## src/rtl/uniform_level_quantizer_core_macros.svh

```systemverilog
// Assertion macros used by the quantizer controller.
// No dependencies; included by files that carry concurrent checks.
`ifndef UNIFORM_LEVEL_QUANTIZER_CORE_MACROS_SVH
`define UNIFORM_LEVEL_QUANTIZER_CORE_MACROS_SVH
`ifndef SYNTH
// Same-cycle implication, disabled during reset.
`define ULQ_ASSERT_IMPLY(label, clk, rst, ante, cons) \
   label: assert property (@(posedge clk) disable iff (rst) (ante) |-> (cons)) \
      else $error("check failed: same-cycle implication");
// Next-cycle implication, disabled during reset.
`define ULQ_ASSERT_NEXT(label, clk, rst, ante, cons) \
   label: assert property (@(posedge clk) disable iff (rst) (ante) |=> (cons)) \
      else $error("check failed: next-cycle implication");
`else
`define ULQ_ASSERT_IMPLY(label, clk, rst, ante, cons)
`define ULQ_ASSERT_NEXT(label, clk, rst, ante, cons)
`endif
`endif

```

## src/rtl/ulq_pkg.sv

```systemverilog
// Package for the uniform level quantizer: payload structs, codes, widths.
// No dependencies.
`timescale 1ns / 1ps
package ulq_pkg;
   localparam int SAMPLE_BITS      = 16;
   localparam int DEF_MAX_LEVELS   = 256;
   localparam int LEVEL_COUNT_BITS = 9;
   localparam int LEVEL_INDEX_BITS = 8;
   localparam int STATUS_BITS      = 2;
   localparam logic [LEVEL_COUNT_BITS-1:0] LEVEL_COUNT_RESET = 9'd256;

   localparam logic REQ_RANGE = 1'b0;
   localparam logic REQ_QUANT = 1'b1;
   localparam logic KIND_REPORT = 1'b0;
   localparam logic KIND_INDEX  = 1'b1;
   localparam logic [STATUS_BITS-1:0] ST_OK    = 2'd0;
   localparam logic [STATUS_BITS-1:0] ST_FEW   = 2'd1;
   localparam logic [STATUS_BITS-1:0] ST_EMPTY = 2'd2;

   typedef struct packed {
      logic                           req_type;
      logic signed [SAMPLE_BITS-1:0]  sample;
      logic                           last;
   } ulq_req_type;

   typedef struct packed {
      logic                           result_kind;
      logic [LEVEL_INDEX_BITS-1:0]    level_index;
      logic signed [SAMPLE_BITS-1:0]  range_min;
      logic [SAMPLE_BITS-1:0]         range_span;
      logic [STATUS_BITS-1:0]         status;
   } ulq_rsp_type;

   // Controller to datapath commands
   typedef struct packed {
      logic accept;       // input beat taken this cycle
      logic report_load;  // write range report into result register
      logic diff;         // form d = x - min
      logic mul;          // form L * d
      logic prep;         // overflow check, seed divider
      logic div_step;     // one quotient bit
      logic round_load;   // round, clamp, write index result
   } ulq_cmd_type;

   // Datapath to controller status
   typedef struct packed {
      logic out_free;     // result register can take a beat this cycle
      logic step_zero;    // divider on its final bit
   } ulq_stat_type;
endpackage

```

## src/rtl/ulq_datapath.sv

```systemverilog
// Datapath of the quantizer: range tracking, L*d product, restoring divider,
// rounding and result register. Depends on ulq_pkg.
`timescale 1ns / 1ps
module ulq_datapath import ulq_pkg::*; #(
   parameter int MAX_LEVELS = DEF_MAX_LEVELS
) (
   input  logic                        clock,
   input  logic                        reset,
   input  ulq_req_type                 req_data,
   input  logic                        csr_valid,
   input  logic [LEVEL_COUNT_BITS-1:0] csr_data,
   input  logic                        rsp_ready,
   output logic                        rsp_valid,
   output ulq_rsp_type                 rsp_data,
   input  ulq_cmd_type                 cmd,
   output ulq_stat_type                stat
);
   localparam int CNT_W = $clog2(MAX_LEVELS + 1);
   localparam int QW    = $clog2(MAX_LEVELS);
   localparam int STW   = $clog2(QW + 1);
   localparam int LDW   = LEVEL_COUNT_BITS + SAMPLE_BITS;
   localparam logic [LEVEL_COUNT_BITS-1:0] LV_MAX = LEVEL_COUNT_BITS'(MAX_LEVELS);
   localparam logic [LEVEL_COUNT_BITS-1:0] LV_RESET =
      (LEVEL_COUNT_RESET > LV_MAX) ? LV_MAX : LEVEL_COUNT_RESET;

   logic [LEVEL_COUNT_BITS-1:0] lv_ff, lv_in;
   logic signed [SAMPLE_BITS-1:0] low_ff, low_in, high_ff, high_in, x_ff;
   logic [CNT_W-1:0]            count_ff, count_in;
   logic                        rvalid_ff, rvalid_in;
   logic [SAMPLE_BITS-1:0]      d_ff, d_in;
   logic [LDW-1:0]              rem_ff, rem_in;
   logic [QW-1:0]               q_ff, q_in;
   logic [STW-1:0]              step_ff, step_in;
   logic                        ovf_ff, ovf_in;
   logic                        rsp_valid_ff, rsp_valid_in;
   ulq_rsp_type                 rsp_data_ff, rsp_data_in;

   logic [SAMPLE_BITS-1:0]      span;
   logic signed [SAMPLE_BITS:0] diff_wide;
   logic [LDW-1:0]              trial;
   logic [LEVEL_COUNT_BITS-1:0] lv_m1, q_ext, idx;
   logic [STATUS_BITS-1:0]      rep_status;

   assign span      = SAMPLE_BITS'(high_ff - low_ff);
   assign diff_wide = {x_ff[SAMPLE_BITS-1], x_ff} - {low_ff[SAMPLE_BITS-1], low_ff};
   assign trial     = LDW'(span) << step_ff;
   assign lv_m1     = lv_ff - LEVEL_COUNT_BITS'(1);
   assign q_ext     = LEVEL_COUNT_BITS'(q_ff);

   always_comb begin
      if (LEVEL_COUNT_BITS'(count_ff) < lv_ff) begin
         rep_status = ST_FEW;
      end else if (span == '0) begin
         rep_status = ST_EMPTY;
      end else begin
         rep_status = ST_OK;
      end
      // Past the last level, or on it, the nearest level is the last one.
      if (ovf_ff || (q_ext >= lv_m1)) begin
         idx = lv_m1;
      end else if ({rem_ff, 1'b0} < (LDW + 1)'(span)) begin
         idx = q_ext;
      end else begin
         idx = q_ext + LEVEL_COUNT_BITS'(1);
      end
   end

   always_comb begin
      lv_in        = lv_ff;
      low_in       = low_ff;
      high_in      = high_ff;
      count_in     = count_ff;
      rvalid_in    = rvalid_ff;
      d_in         = d_ff;
      rem_in       = rem_ff;
      q_in         = q_ff;
      step_in      = step_ff;
      ovf_in       = ovf_ff;
      rsp_data_in  = rsp_data_ff;
      rsp_valid_in = rsp_valid_ff && !rsp_ready;

      if (csr_valid) begin
         if (csr_data == '0) begin
            lv_in = LEVEL_COUNT_BITS'(1);
         end else if (csr_data > LV_MAX) begin
            lv_in = LV_MAX;
         end else begin
            lv_in = csr_data;
         end
      end

      if (cmd.accept && (req_data.req_type == REQ_RANGE)) begin
         if (count_ff == '0) begin
            low_in    = req_data.sample;
            high_in   = req_data.sample;
            rvalid_in = 1'b0;
         end else begin
            if (req_data.sample < low_ff) begin
               low_in = req_data.sample;
            end
            if (req_data.sample > high_ff) begin
               high_in = req_data.sample;
            end
         end
         if (count_ff < CNT_W'(MAX_LEVELS)) begin
            count_in = count_ff + CNT_W'(1);
         end
      end

      if (cmd.report_load) begin
         rvalid_in                = (rep_status == ST_OK);
         count_in                 = '0;
         rsp_valid_in             = 1'b1;
         rsp_data_in.result_kind  = KIND_REPORT;
         rsp_data_in.level_index  = '0;
         rsp_data_in.range_min    = low_ff;
         rsp_data_in.range_span   = span;
         rsp_data_in.status       = rep_status;
      end

      if (cmd.diff) begin
         d_in = (x_ff > low_ff) ? SAMPLE_BITS'(diff_wide) : '0;
      end
      if (cmd.mul) begin
         rem_in = LDW'(lv_ff) * LDW'(d_ff);
      end
      if (cmd.prep) begin
         ovf_in  = (rem_ff >= (LDW'(span) << QW));
         q_in    = '0;
         step_in = STW'(QW - 1);
      end
      if (cmd.div_step) begin
         if (rem_ff >= trial) begin
            rem_in = rem_ff - trial;
            q_in   = q_ff | (QW'(1) << step_ff);
         end
         step_in = step_ff - STW'(1);
      end

      if (cmd.round_load) begin
         rsp_valid_in            = 1'b1;
         rsp_data_in.result_kind = KIND_INDEX;
         if (rvalid_ff) begin
            rsp_data_in.level_index = LEVEL_INDEX_BITS'(idx);
            rsp_data_in.range_min   = low_ff;
            rsp_data_in.range_span  = span;
            rsp_data_in.status      = ST_OK;
         end else begin
            rsp_data_in.level_index = '0;
            rsp_data_in.range_min   = '0;
            rsp_data_in.range_span  = '0;
            rsp_data_in.status      = ST_EMPTY;
         end
      end
   end

   always_ff @(posedge clock) begin
      if (reset) begin
         lv_ff        <= LV_RESET;
         low_ff       <= {1'b0, {(SAMPLE_BITS-1){1'b1}}};
         high_ff      <= {1'b1, {(SAMPLE_BITS-1){1'b0}}};
         count_ff     <= '0;
         rvalid_ff    <= 1'b0;
         rsp_valid_ff <= 1'b0;
      end else begin
         lv_ff        <= lv_in;
         low_ff       <= low_in;
         high_ff      <= high_in;
         count_ff     <= count_in;
         rvalid_ff    <= rvalid_in;
         rsp_valid_ff <= rsp_valid_in;
      end
   end

   always_ff @(posedge clock) begin
      if (cmd.accept) begin
         x_ff <= req_data.sample;
      end
      d_ff        <= d_in;
      rem_ff      <= rem_in;
      q_ff        <= q_in;
      step_ff     <= step_in;
      ovf_ff      <= ovf_in;
      rsp_data_ff <= rsp_data_in;
   end

   assign rsp_valid      = rsp_valid_ff;
   assign rsp_data       = rsp_data_ff;
   assign stat.out_free  = !rsp_valid_ff || rsp_ready;
   assign stat.step_zero = (step_ff == '0);
endmodule

```

## src/rtl/ulq_controller.sv

```systemverilog
// Sequencer of the quantizer: takes input beats, issues range reports and steps the datapath
// through difference, product, division and rounding. Depends on ulq_pkg and uniform_level_quantizer_core_macros.svh.
`timescale 1ns / 1ps
`include "uniform_level_quantizer_core_macros.svh"
module ulq_controller import ulq_pkg::*; (
   input  logic         clock,
   input  logic         reset,
   input  logic         req_valid,
   input  ulq_req_type  req_data,
   output logic         req_ready,
   input  ulq_stat_type stat,
   output ulq_cmd_type  cmd
);
   typedef enum logic [2:0] {
      IDLE, REPORT, DIFF, MUL, PREP, DIV, ROUND
   } state_type;

   state_type state_ff;
   logic      ready_ff;
   logic      accept;

   assign accept    = (state_ff == IDLE) && req_valid && ready_ff;
   assign req_ready = ready_ff;

   always_comb begin
      cmd             = '0;
      cmd.accept      = accept;
      cmd.report_load = (state_ff == REPORT) && stat.out_free;
      cmd.diff        = (state_ff == DIFF);
      cmd.mul         = (state_ff == MUL);
      cmd.prep        = (state_ff == PREP);
      cmd.div_step    = (state_ff == DIV);
      cmd.round_load  = (state_ff == ROUND) && stat.out_free;
   end

   always_ff @(posedge clock) begin
      if (reset) begin
         state_ff <= IDLE;
         ready_ff <= 1'b1;
      end else begin
         case (state_ff)
            IDLE: begin
               if (accept) begin
                  if (req_data.req_type == REQ_QUANT) begin
                     state_ff <= DIFF;
                     ready_ff <= 1'b0;
                  end else if (req_data.last) begin
                     state_ff <= REPORT;
                     ready_ff <= 1'b0;
                  end
               end
            end
            REPORT, ROUND: begin
               if (stat.out_free) begin
                  state_ff <= IDLE;
                  ready_ff <= 1'b1;
               end
            end
            DIFF: state_ff <= MUL;
            MUL:  state_ff <= PREP;
            PREP: state_ff <= DIV;
            DIV: begin
               if (stat.step_zero) begin
                  state_ff <= ROUND;
               end
            end
            default: begin
               state_ff <= IDLE;
               ready_ff <= 1'b1;
            end
         endcase
      end
   end

   `ULQ_ASSERT_IMPLY(a_ready_only_idle, clock, reset, ready_ff, state_ff == IDLE)
   `ULQ_ASSERT_NEXT(a_quant_starts, clock, reset, accept && (req_data.req_type == REQ_QUANT), state_ff == DIFF)
   `ULQ_ASSERT_NEXT(a_div_ends, clock, reset, (state_ff == DIV) && stat.step_zero, state_ff == ROUND)
   `ULQ_ASSERT_NEXT(a_result_done, clock, reset, cmd.report_load || cmd.round_load, ready_ff)
endmodule

```

## src/rtl/uniform_level_quantizer_core.sv

```systemverilog
// Top level of the uniform level quantizer: sequencer plus datapath.
// Depends on ulq_pkg, ulq_controller, ulq_datapath.
//
//   channel  direction  handshake              beat contents
//   req_     in         req_valid / req_ready  ulq_req_type: req_type, sample, last
//   rsp_     out        rsp_valid / rsp_ready  ulq_rsp_type: kind, index, min, span, status
//   csr_     in         csr_valid / csr_ready  level_count (9 bits), always ready
//
// A range beat without last leaves the sequencer idle, so a range pass streams at one beat a cycle.
// A range beat with last goes through REPORT; a quantize beat goes through DIFF, MUL, PREP,
// DIV and ROUND, with the restoring divider in DIV retiring one quotient bit per cycle.
// Reset is synchronous and needs no clearing pass. A stalled result holds in
// the result register; the next beat is taken while it waits, and the sequencer only
// waits when a second result is ready before the first is taken.
`timescale 1ns / 1ps
module uniform_level_quantizer_core import ulq_pkg::*; #(
   parameter int MAX_LEVELS = DEF_MAX_LEVELS
) (
   input  logic                        clock,
   input  logic                        reset,
   input  logic                        req_valid,
   output logic                        req_ready,
   input  ulq_req_type                 req_data,
   output logic                        rsp_valid,
   input  logic                        rsp_ready,
   output ulq_rsp_type                 rsp_data,
   input  logic                        csr_valid,
   output logic                        csr_ready,
   input  logic [LEVEL_COUNT_BITS-1:0] csr_data
);
   ulq_cmd_type  cmd;
   ulq_stat_type stat;

   // The user must write configuration only while idle; this block does not enforce it. Take every beat at once.
   assign csr_ready = 1'b1;

   ulq_controller u_ctrl (
      .clock     (clock),
      .reset     (reset),
      .req_valid (req_valid),
      .req_data  (req_data),
      .req_ready (req_ready),
      .stat      (stat),
      .cmd       (cmd)
   );

   ulq_datapath #(
      .MAX_LEVELS (MAX_LEVELS)
   ) u_dp (
      .clock     (clock),
      .reset     (reset),
      .req_data  (req_data),
      .csr_valid (csr_valid),
      .csr_data  (csr_data),
      .rsp_ready (rsp_ready),
      .rsp_valid (rsp_valid),
      .rsp_data  (rsp_data),
      .cmd       (cmd),
      .stat      (stat)
   );
endmodule
```

## config.mk

```make
export PLATFORM = sky130hd
export DESIGN_NAME = uniform_level_quantizer_core
export DESIGN_NICKNAME = d
export VERILOG_FILES = /design/src/rtl/ulq_pkg.sv /design/src/rtl/ulq_datapath.sv /design/src/rtl/ulq_controller.sv /design/src/rtl/uniform_level_quantizer_core.sv
export VERILOG_INCLUDE_DIRS = /design/src /design/src/rtl
export SDC_FILE = /design/constraint.sdc
export NUM_CORES = 1
export LEC_CHECK = 0
export BUFFER_PORTS_ARGS = -buffer_cell sky130_fd_sc_hd__buf_4
export CAP_MARGIN = 25
export CORE_MARGIN = 2
export CORE_UTILIZATION = 23
export CTS_CLUSTER_DIAMETER = 120
export DETAILED_ROUTE_END_ITERATION = 12
export PLACE_DENSITY_LB_ADDON = 0.2
export SLEW_MARGIN = 25
export SYNTH_ARGS = -nofsm -noshare
export SYNTH_HDL_FRONTEND = slang
export SYNTH_SLANG_ARGS = --single-unit
```

## constraint.sdc

```tcl
create_clock -name clock -period 5.9 [get_ports clock]
set_input_delay 1.18 -clock clock [delete_from_list [all_inputs] [get_ports clock]]
set_output_delay 1.18 -clock clock [all_outputs]
set_load 0.01 [all_outputs]
```

; Word level (Yosys, flattened, before mapping)
; Cells that the tools add are included.
; Widths: inputs -> output; s select.
[word_totals]
ff_bits = 169
inputBits = 32
out_inout_bits = 46
wordCells = 120
[classes]
add_sub_neg = 7
n_mul = 1
order_cmp = 10
eq_ne = 10
shift = 2
n_mux = 37
bitwise_logic = 3
reduce_logical = 31
[op_table]
columns = cell, n
row1 = $mux 42, 3
row2 = $mux 25, 3
row3 = $mux 16, 4
row4 = $mux 8, 5
row5 = $gt 16x16->1, 2
row6 = $sub 16x16->16, 2
row7 = $lt 26x16->1, 1
row8 = $ge 25x24->1, 1
row9 = $ge 25x25->1, 1
row10 = $mul 9x16->25, 1
row11 = $shl 16x4->25, 1
row12 = $sub 25x25->25, 1
row13 = $logic_not 9->1, 2
row14 = $mux 9, 2
row15 = $pmux 3 s6, 1
row16 = $logic_not 16->1, 1
row17 = $lt 16x16->1, 1
row18 = $mux 3, 5
row19 = $reduce_bool 2->1, 6
row20 = $add 9x1->9 const B, 1
row21 = $eq 3x3->1 const B, 3
row22 = $ge 8x9->1, 1
row23 = $gt 9x9->1 const B, 1
row24 = $lt 9x9->1, 1
row25 = 25 further kinds, 51

; Logic depth before layout (Yosys ltp)
; Gate-level depths: netlist of run 1.
[depth]
word_depth = 6
mapped_depth = 25
mapped_depth_nobuf = 24

; By module
; A second synthesis of run 1 with hierarchy kept.
[hier_totals]
cells_unflattened = 1930
area_unflattened_um2 = 16833.6
[modules_own_cells]
columns = module, instances, cells_per_inst, area_each_um2, seq_area_each_um2
row1 = ulq_datapath, 1, 1878, 16414.5, 4093.9
row2 = ulq_controller, 1, 50, 407.9, 80.1
row3 = uniform_level_quantizer_core, 1, 2, 11.3, 0.0

; Worst setup path after synthesis of run 1
; No wires, ideal clock.
[synth_path]
path_kind = register -> register
start = reg u_dp.lv_ff[2]
end = reg u_dp.rem_ff[23]
setup_ns = 0.079
arrival_ns = 5.191
required_time_ns = 5.821
path_slack_ns = 0.630
path_stages_with_launch = 21
period_less_slack_ns = 5.270
path_cell_list = dfxtp_1 > clkbuf_1 > buf_1 > nand2_1 > fa_1 > inv_1 > fa_1 > fa_1 > inv_1 > fa_1 > inv_1 > ha_1 > a2111oi_0 > o21ai_0 > a31oi_1 > o21ai_0 > o21a_1 > o21ai_0 > nand3_1 > a31o_2 > a22oi_1
[synth_via]
elab_chain_cells = 4
[synth_rtl]
columns = element, line
row1 = start: declaration, ulq_datapath.sv:26  ; logic [LEVEL_COUNT_BITS-1:0] lv_ff, lv_in;
row2 = start signal: assignment, ulq_datapath.sv:166  ; lv_ff <= lv_in;
row3 = $mul 9x16->25 (*), ulq_datapath.sv:125  ; rem_in = LDW'(lv_ff) * LDW'(d_ff);
row4 = $mux 25 (*), ulq_datapath.sv:124  ; if (cmd.mul) begin
row5 = $mux 25, ulq_datapath.sv:133  ; if (rem_ff >= trial) begin
row6 = $mux 25 (*), ulq_datapath.sv:132  ; if (cmd.div_step) begin
row7 = net u_dp.rem_in[23], ulq_datapath.sv:31  ; logic [LDW-1:0] rem_ff, rem_in;
row8 = end signal: assignment, ulq_datapath.sv:180  ; rem_ff <= rem_in;
row9 = end: declaration, ulq_datapath.sv:31
; Mark *: on every way through the listed nets, which the timed path passes. The rest lies on a longest branch.
; A chain may end at the register's enable or synchronous reset.

; Final worst setup path of run 1
[layout_path]
start = reg u_dp.high_ff[0]
end = reg u_dp.q_ff[2]
[layout_via]
elab_chain_cells = 5
[layout_rtl]
columns = element, line
row1 = start: declaration, ulq_datapath.sv:27  ; logic signed [SAMPLE_BITS-1:0] low_ff, low_in, high_ff, high_in, x_ff;
row2 = start signal: assignment, ulq_datapath.sv:161  ; high_ff <= {1'b1, {(SAMPLE_BITS-1){1'b0}}};
row3 = start signal: assignment, ulq_datapath.sv:168  ; high_ff <= high_in;
row4 = $sub 16x16->16, ulq_datapath.sv:44  ; assign span = SAMPLE_BITS'(high_ff - low_ff);
row5 = $shl 16x4->25, ulq_datapath.sv:46  ; assign trial = LDW'(span) << step_ff;
row6 = $ge 25x25->1, ulq_datapath.sv:133
row7 = $mux 8, ulq_datapath.sv:133
row8 = $mux 8, ulq_datapath.sv:132
row9 = net u_dp.q_in[2], ulq_datapath.sv:32  ; logic [QW-1:0] q_ff, q_in;
row10 = end signal: assignment, ulq_datapath.sv:181  ; q_ff <= q_in;
row11 = end: declaration, ulq_datapath.sv:32
; The timed path passes the listed nets, and every way through them passes these cells.

==> flow_summary.yaml, run 1 <==
drt:
  antenna_left: 0
  drc: 0
  dr.pass1.iters: 5
  wire_per_inst_um: 18.1
  num_vias: 14100
  drt_iter0_drc: 828
  via_per_inst: 4.71
  drt-total-wl_mm: 54.2
grt:
  grt_start_max_net_pins: 45
  track_usage_pct: 14.6
  grt_overflow: 0
  grt_pass1_wl_mm: 84.9
  antenna_found_initial: 5
  grt_pass1_vias: 14400
synthesis:
  synthDistinctLibCells: 98
  synth_most_common_cell: "inv_1"
  syn-num-nets: 2257
  yosys.area.top_type_share_pct: 14.1
  synthTopCellsByCount: "229 x inv_1, 188 x ha_1, 175 x nor2_1"
  yosysWarningCount: 0
  synth_area_leader_cell: "edfxtp_1"
  synth_area_leaders: "edfxtp_1 14%, ha_1 14%, fa_1 12%"
  seq_area_frac_synth_pct: 24.8
  synth_edf_count: 79
  synth_seq_cells: 169
  synthArstFlopShare_pct: 0
  avgSynthCellArea_sq_um: 8.71
  syn_inst: 1935
  netlist_area_sq_mm: 0.0169
  ys.flop_type: "dfxtp_1"
layout:
  nNetsFinal: 2336
  fill_cells: 7822
  finalInstanceArea_sq_mm: 0.0195
  fin_util_pct: 26.8
  seq_area_sq_mm: 0.00417
  drive_above_1_share_pct: 10.6
  area_growth_pct: 15.5
  multi_input_area_sq_mm: 0.0116
setup_path:
  worstSetupStartpointType: "register"
  cp_slowest_stage_delay_ps: 430
  required_ps: 6300
  cp_top_family: "compound AO/OA/AOI/OAI gates"
  arrival_ps: 5960
  worstPathMaxFanout: 44
  path_class: "register to register"
  slowest_stage: "a2111oi_1"
  endpoint_kind: "register"
  path_buf_inv: 4
clocking:
  clock-sinks: 169
  cts-htree-levels: 4
  cts_tree: "done"
  postCtsHoldBufs: 0
  cts_buffers: 17
  clock_path_buffers: 2
  path_clk_slew_ps: 70
  clockRootBuffer: "clkbuf_16"
  clk-insertion-delay-late_ps: 470
timing:
  timing.slew.headroom_pct: 40.3
  timing.fmax_ghz: 0.180
  worst_pin_slew_ps: 888
  min_period_ps: 5560
  slew_violations: 0
  hold_viol_final: 0
  period_share_pct: 94.2
  fin_worst_skew_ps: 21.7
  setup_ws_ps: 340
  finalSetupViolCount: 0
placed_design:
  pre_cts_ws_ps: 276
  post-dp-hpwl_mm: 44.7
  placed_area_sq_mm: 0.0188
  place.port_buffers: 76
  gp_congestion: 0.851
pwr:
  total_power_mw: 9.27
  static-leakage-power_nw: 8.71
  peakVddDrop_uv: 320
  p_per_area_mw_per_mm2: 476
hold_path:
  hold_class: "register to register"
run_status:
  status: "finished, final reports clean"
floorplan:
  rows: 99
  fp.dieH_um: 275
  start_util_pct: 23.2
  pin_count: 78
  core_area_sq_mm: 0.0727
  die_x_um: 275
  die_area_sq_mm: 0.0755
run:
  cap_violations: 0
[final cells by class]
type                    instances  share of cell area, %
clock buffers                  19                   2.22
multi-input cells            1465                   59.6
clock inverters                13                  0.983
well taps                     959                   6.16
flip-flops and latches        169                   21.4
diodes                          2                 0.0257
inverters                     230                   4.43
repair buffers                131                   5.15
[report_power, final]
group / internal [mW] / leakage (nW) / switching, mW
clock network: 0.714 / 0.300 / 0.523
registers: 1.65 / 1.47 / 0.407
logic: 2.39 / 6.94 / 3.58
[path summary, 6_finish.rpt]
kind	start	to	slack [ps]	depth (start not counted)
worst max-delay path	u_dp.high_ff[0]	u_dp.q_ff[2]	340	25
worst min-delay path	u_dp.rsp_data[42]	u_dp.rsp_data[42]	470	1
worst max register to register	u_dp.high_ff[0]	u_dp.q_ff[2]	340	25
worst min register to register	u_dp.rsp_data[42]	u_dp.rsp_data[42]	470	1
[per-layer routing]
layer  global-route usage (%)  vias to the layer above  wire length [um]
met5                        0                        -                 0
met4                     5.23                        0              1680
met3                     1.82                       54              1460
met2                     24.0                      243             25100
met1                     19.7                     6908             26000
li1                         -                     6872                 -
[cells in the final DEF, fill, tap and decap left out, types with 7 or more instances in the layout]
cell / instances
nand4_1: 21
o21ai_0: 93
mux2i_1: 26
edfxtp_1: 79
nor2_1: 174
or3_1: 9
ha_1: 188
clkbuf_16: 17
nand2b_1: 21
a2bb2oi_1: 10
nand2_1: 168
o211ai_1: 43
a22o_1: 7
inv_1: 229
a21o_1: 42
nor3_1: 32
nor2b_1: 21
xor2_1: 31
nor4_1: 12
nand3_1: 24
o21a_1: 24
o22ai_1: 7
or2_2: 7
a31oi_1: 14
fa_1: 102
xnor2_1: 37
dfxtp_1: 90
a211oi_1: 20
buf_4: 129
and3_1: 17
and2_1: 90
a21oi_1: 103
[what timing repair did]
item                       in CTS  in global routing
resized for setup               0                  4
setup endpoints to repair       0                  7
hold endpoints to repair        0                  0
setup buffers                   0                  2
[per-stage QoR]
stage	setup TNS [ps]	instances	hold slack [ps]
after floorplan	0	1935	474
after global placement	0	2951	447
after detailed placement	0	2952	456
after CTS	0	2984	478
after global routing	-97.8	2986	497
final	0	2988	470
[registers in the layout (all words and copies together) (netlist names), 8 cells and up]
register	flops
u_dp.count_ff	9
u_dp.d_ff	16
u_dp.high_ff	16
u_dp.low_ff	16
u_dp.lv_ff	9
u_dp.q_ff	8
u_dp.rem_ff	25
u_dp.rsp_data	43
u_dp.x_ff	16
[kinds of logic (layout without fill, tap and decap cells)]
group                    Yosys count  in the layout  synth area share (%)
AO/OA/AOI/OAI                    444            444                  17.9
XOR/XNOR                          69             69                  3.63
AND/OR/NAND/NOR                  623            623                  18.0
other                              1              3                0.0222
adder cells (fa/ha/maj)          292            292                  26.2
multiplexers                      36             36                  2.59
flip-flops                       169            169                  24.8
buffers and inverters            301            393                  6.89
No activity file was read; power rests on OpenSTA's default activity.
==> run 2, diff against run 1 <==
CORE_UTILIZATION = 45   (was 23)
==> run 2 against run 1 <==
Compared with the run above: cell area shrank 4.0%; first-iteration DRC count up 58%; die area down 48%; flip-flop and latch count unchanged; fmax up 0.44%; via count increased by 0.96%; combinational power fell by 3.9%; clock power hardly changed; critical path type unchanged; critical endpoint is now u_dp.rem_ff[23].
==> flow_summary.yaml, run 2 (same netlist as run 1, synthesis figures left out) <==
setup_path:
  r2r_setup_slack_ps: 360
  r2r-start: "u_dp.low_ff[0]"
  path_class: "register to register"
  worstPathMaxFanout: 11
  endpoint_kind: "register"
  arrival_ps: 5910
  worstSetupStartpointType: "register"
  reg2reg_to: "u_dp.rem_ff[23]"
  required_ps: 6280
  crit_start: "u_dp.low_ff[0]"
  r2r_cells: 23
  crit_path_end: "u_dp.rem_ff[23]"
floorplan:
  start_util_pct: 45.8
  pin_count: 78
  die_x_um: 198
  rows: 70
  fp.dieH_um: 198
  die_area_sq_mm: 0.0390
  core_area_sq_mm: 0.0368
grt:
  top_usage_layer: "met2"
  grt_pass1_vias: 13900
  grt_overflow: 0
  gr-usage-met2_pct: 39.7
  grt_pass1_wl_mm: 77.4
  track_usage_pct: 25.4
  antenna_found_initial: 2
  grtUsageMet3_pct: 2.89
  grt_start_max_net_pins: 45
  grt_use_met1_pct: 36.6
drt:
  num_vias: 14200
  wire_per_inst_um: 19.4
  antenna_left: 0
  drt-total-wl_mm: 48.1
  drt_iter0_drc: 1308
  via_per_inst: 5.73
  drc: 0
  dr.pass1.iters: 5
timing:
  hold_slack_ps: 480
  fin_worst_skew_ps: 23.9
  timing.fmax_ghz: 0.181
  setup_tns_ps: 0
  worst_pin_slew_ps: 1150
  period_share_pct: 93.8
  timing.slew.headroom_pct: 22.7
  finalSetupViolCount: 0
  min_period_ps: 5540
  hold_viol_final: 0
  slew_violations: 0
clocking:
  cts_buffers: 17
  clockRootBuffer: "clkbuf_16"
  clk-insertion-delay-late_ps: 470
  clock-sinks: 169
  path_clk_slew_ps: 90
  cts_tree: "done"
  clock_path_buffers: 2
  cts-htree-levels: 4
layout:
  finalInstanceArea_sq_mm: 0.0187
  layout_commonest_cell: "inv_1"
  largest_reg_flops: 43
  layout_common_cells: "229 x inv_1, 188 x ha_1, 173 x nor2_1, 168 x nand2_1, 114 x buf_4"
  nNetsFinal: 2320
  area_growth_pct: 10.9
  drive_above_1_share_pct: 10.0
  fin_util_pct: 50.8
  diodes: 0
placed_design:
  placed_area_sq_mm: 0.0180
  gp_congestion: 0.925
  place.port_buffers: 76
  post-dp-hpwl_mm: 38.0
pwr:
  p_per_area_mw_per_mm2: 483
  peakVddDrop_uv: 299
  static-leakage-power_nw: 8.62
run:
  cap_violations: 0
hold_path:
  hold_class: "register to register"
run_status:
  status: "finished, final reports clean"
[run 2: cell type report]
class | count | area, sq um
clock inverter | 15 | 211
sequential | 169 | 4180
tap | 468 | 586
timing repair buffer | 115 | 867
inverter | 230 | 863
fill | 3475 | 18100
clock buffer | 17 | 425
multi-input combinational | 1465 | 11600
[run 2: how the worst min path moves through the flow]
stage                     cells after the start              start                 to  slack (ps)
after floorplan                               2   u_dp.high_ff[15]   u_dp.high_ff[15]         470
after global placement                        1  u_dp.rsp_data[42]  u_dp.rsp_data[42]         460
final                                         1  u_dp.rsp_data[42]  u_dp.rsp_data[42]         480
after global routing                          1  u_dp.rsp_data[42]  u_dp.rsp_data[42]         500
after detailed placement                      1  u_dp.rsp_data[42]  u_dp.rsp_data[42]         460
after CTS                                     1  u_dp.rsp_data[42]  u_dp.rsp_data[42]         490
[run 2: worst max-delay path: stages, from the launching register on]
cell	delay, ps
dfxtp_1	430
ha_1	210
inv_1	60
fa_1	430
a211oi_2	240
o21ai_2	150
a221oi_1	370
xnor2_1	220
inv_1	180
nor2_1	130
a21oi_1	80
mux2_2	340
nor2_1	100
o22ai_1	120
ha_1	420
nand4_1	110
or2_2	310
nor2_1	140
nand2_1	90
o221a_4	270
a2111oi_4	330
o221a_2	450
a21oi_1	70
a22oi_1	190
[run 2: per-stage QoR]
stage	setup slack, ps	total power [mW]	std cells
2_1_floorplan	630	6.06	1935
3_3_place_gp	414	7.65	2437
3_5_place_dp	261	7.70	2437
4_1_cts	220	8.97	2469
5_1_grt	-0.417	9.83	2479
6_report	365	9.03	2479
[run 2: power breakdown]
group          switching [mW]  internal, mW  total [mW]
clock                   0.626         0.591        1.22
combinational            3.37          2.36        5.74
sequential              0.424          1.65        2.08
[run 2: what timing repair did]
item / 4_1_cts / 5_1_grt
hold buffers: 0 / 0
resized for setup: 0 / 5
endpoints found under the setup margin: 0 / 32
hold endpoints to repair: 0 / 0
buffers inserted: 0 / 10
[run 2: layer usage]
layer  part of all wire, %  wire (um)
met5                 0.027         13
met4                   2.4       1150
met3                   5.3       2530
met1                    48      23000
met2                    45      21400
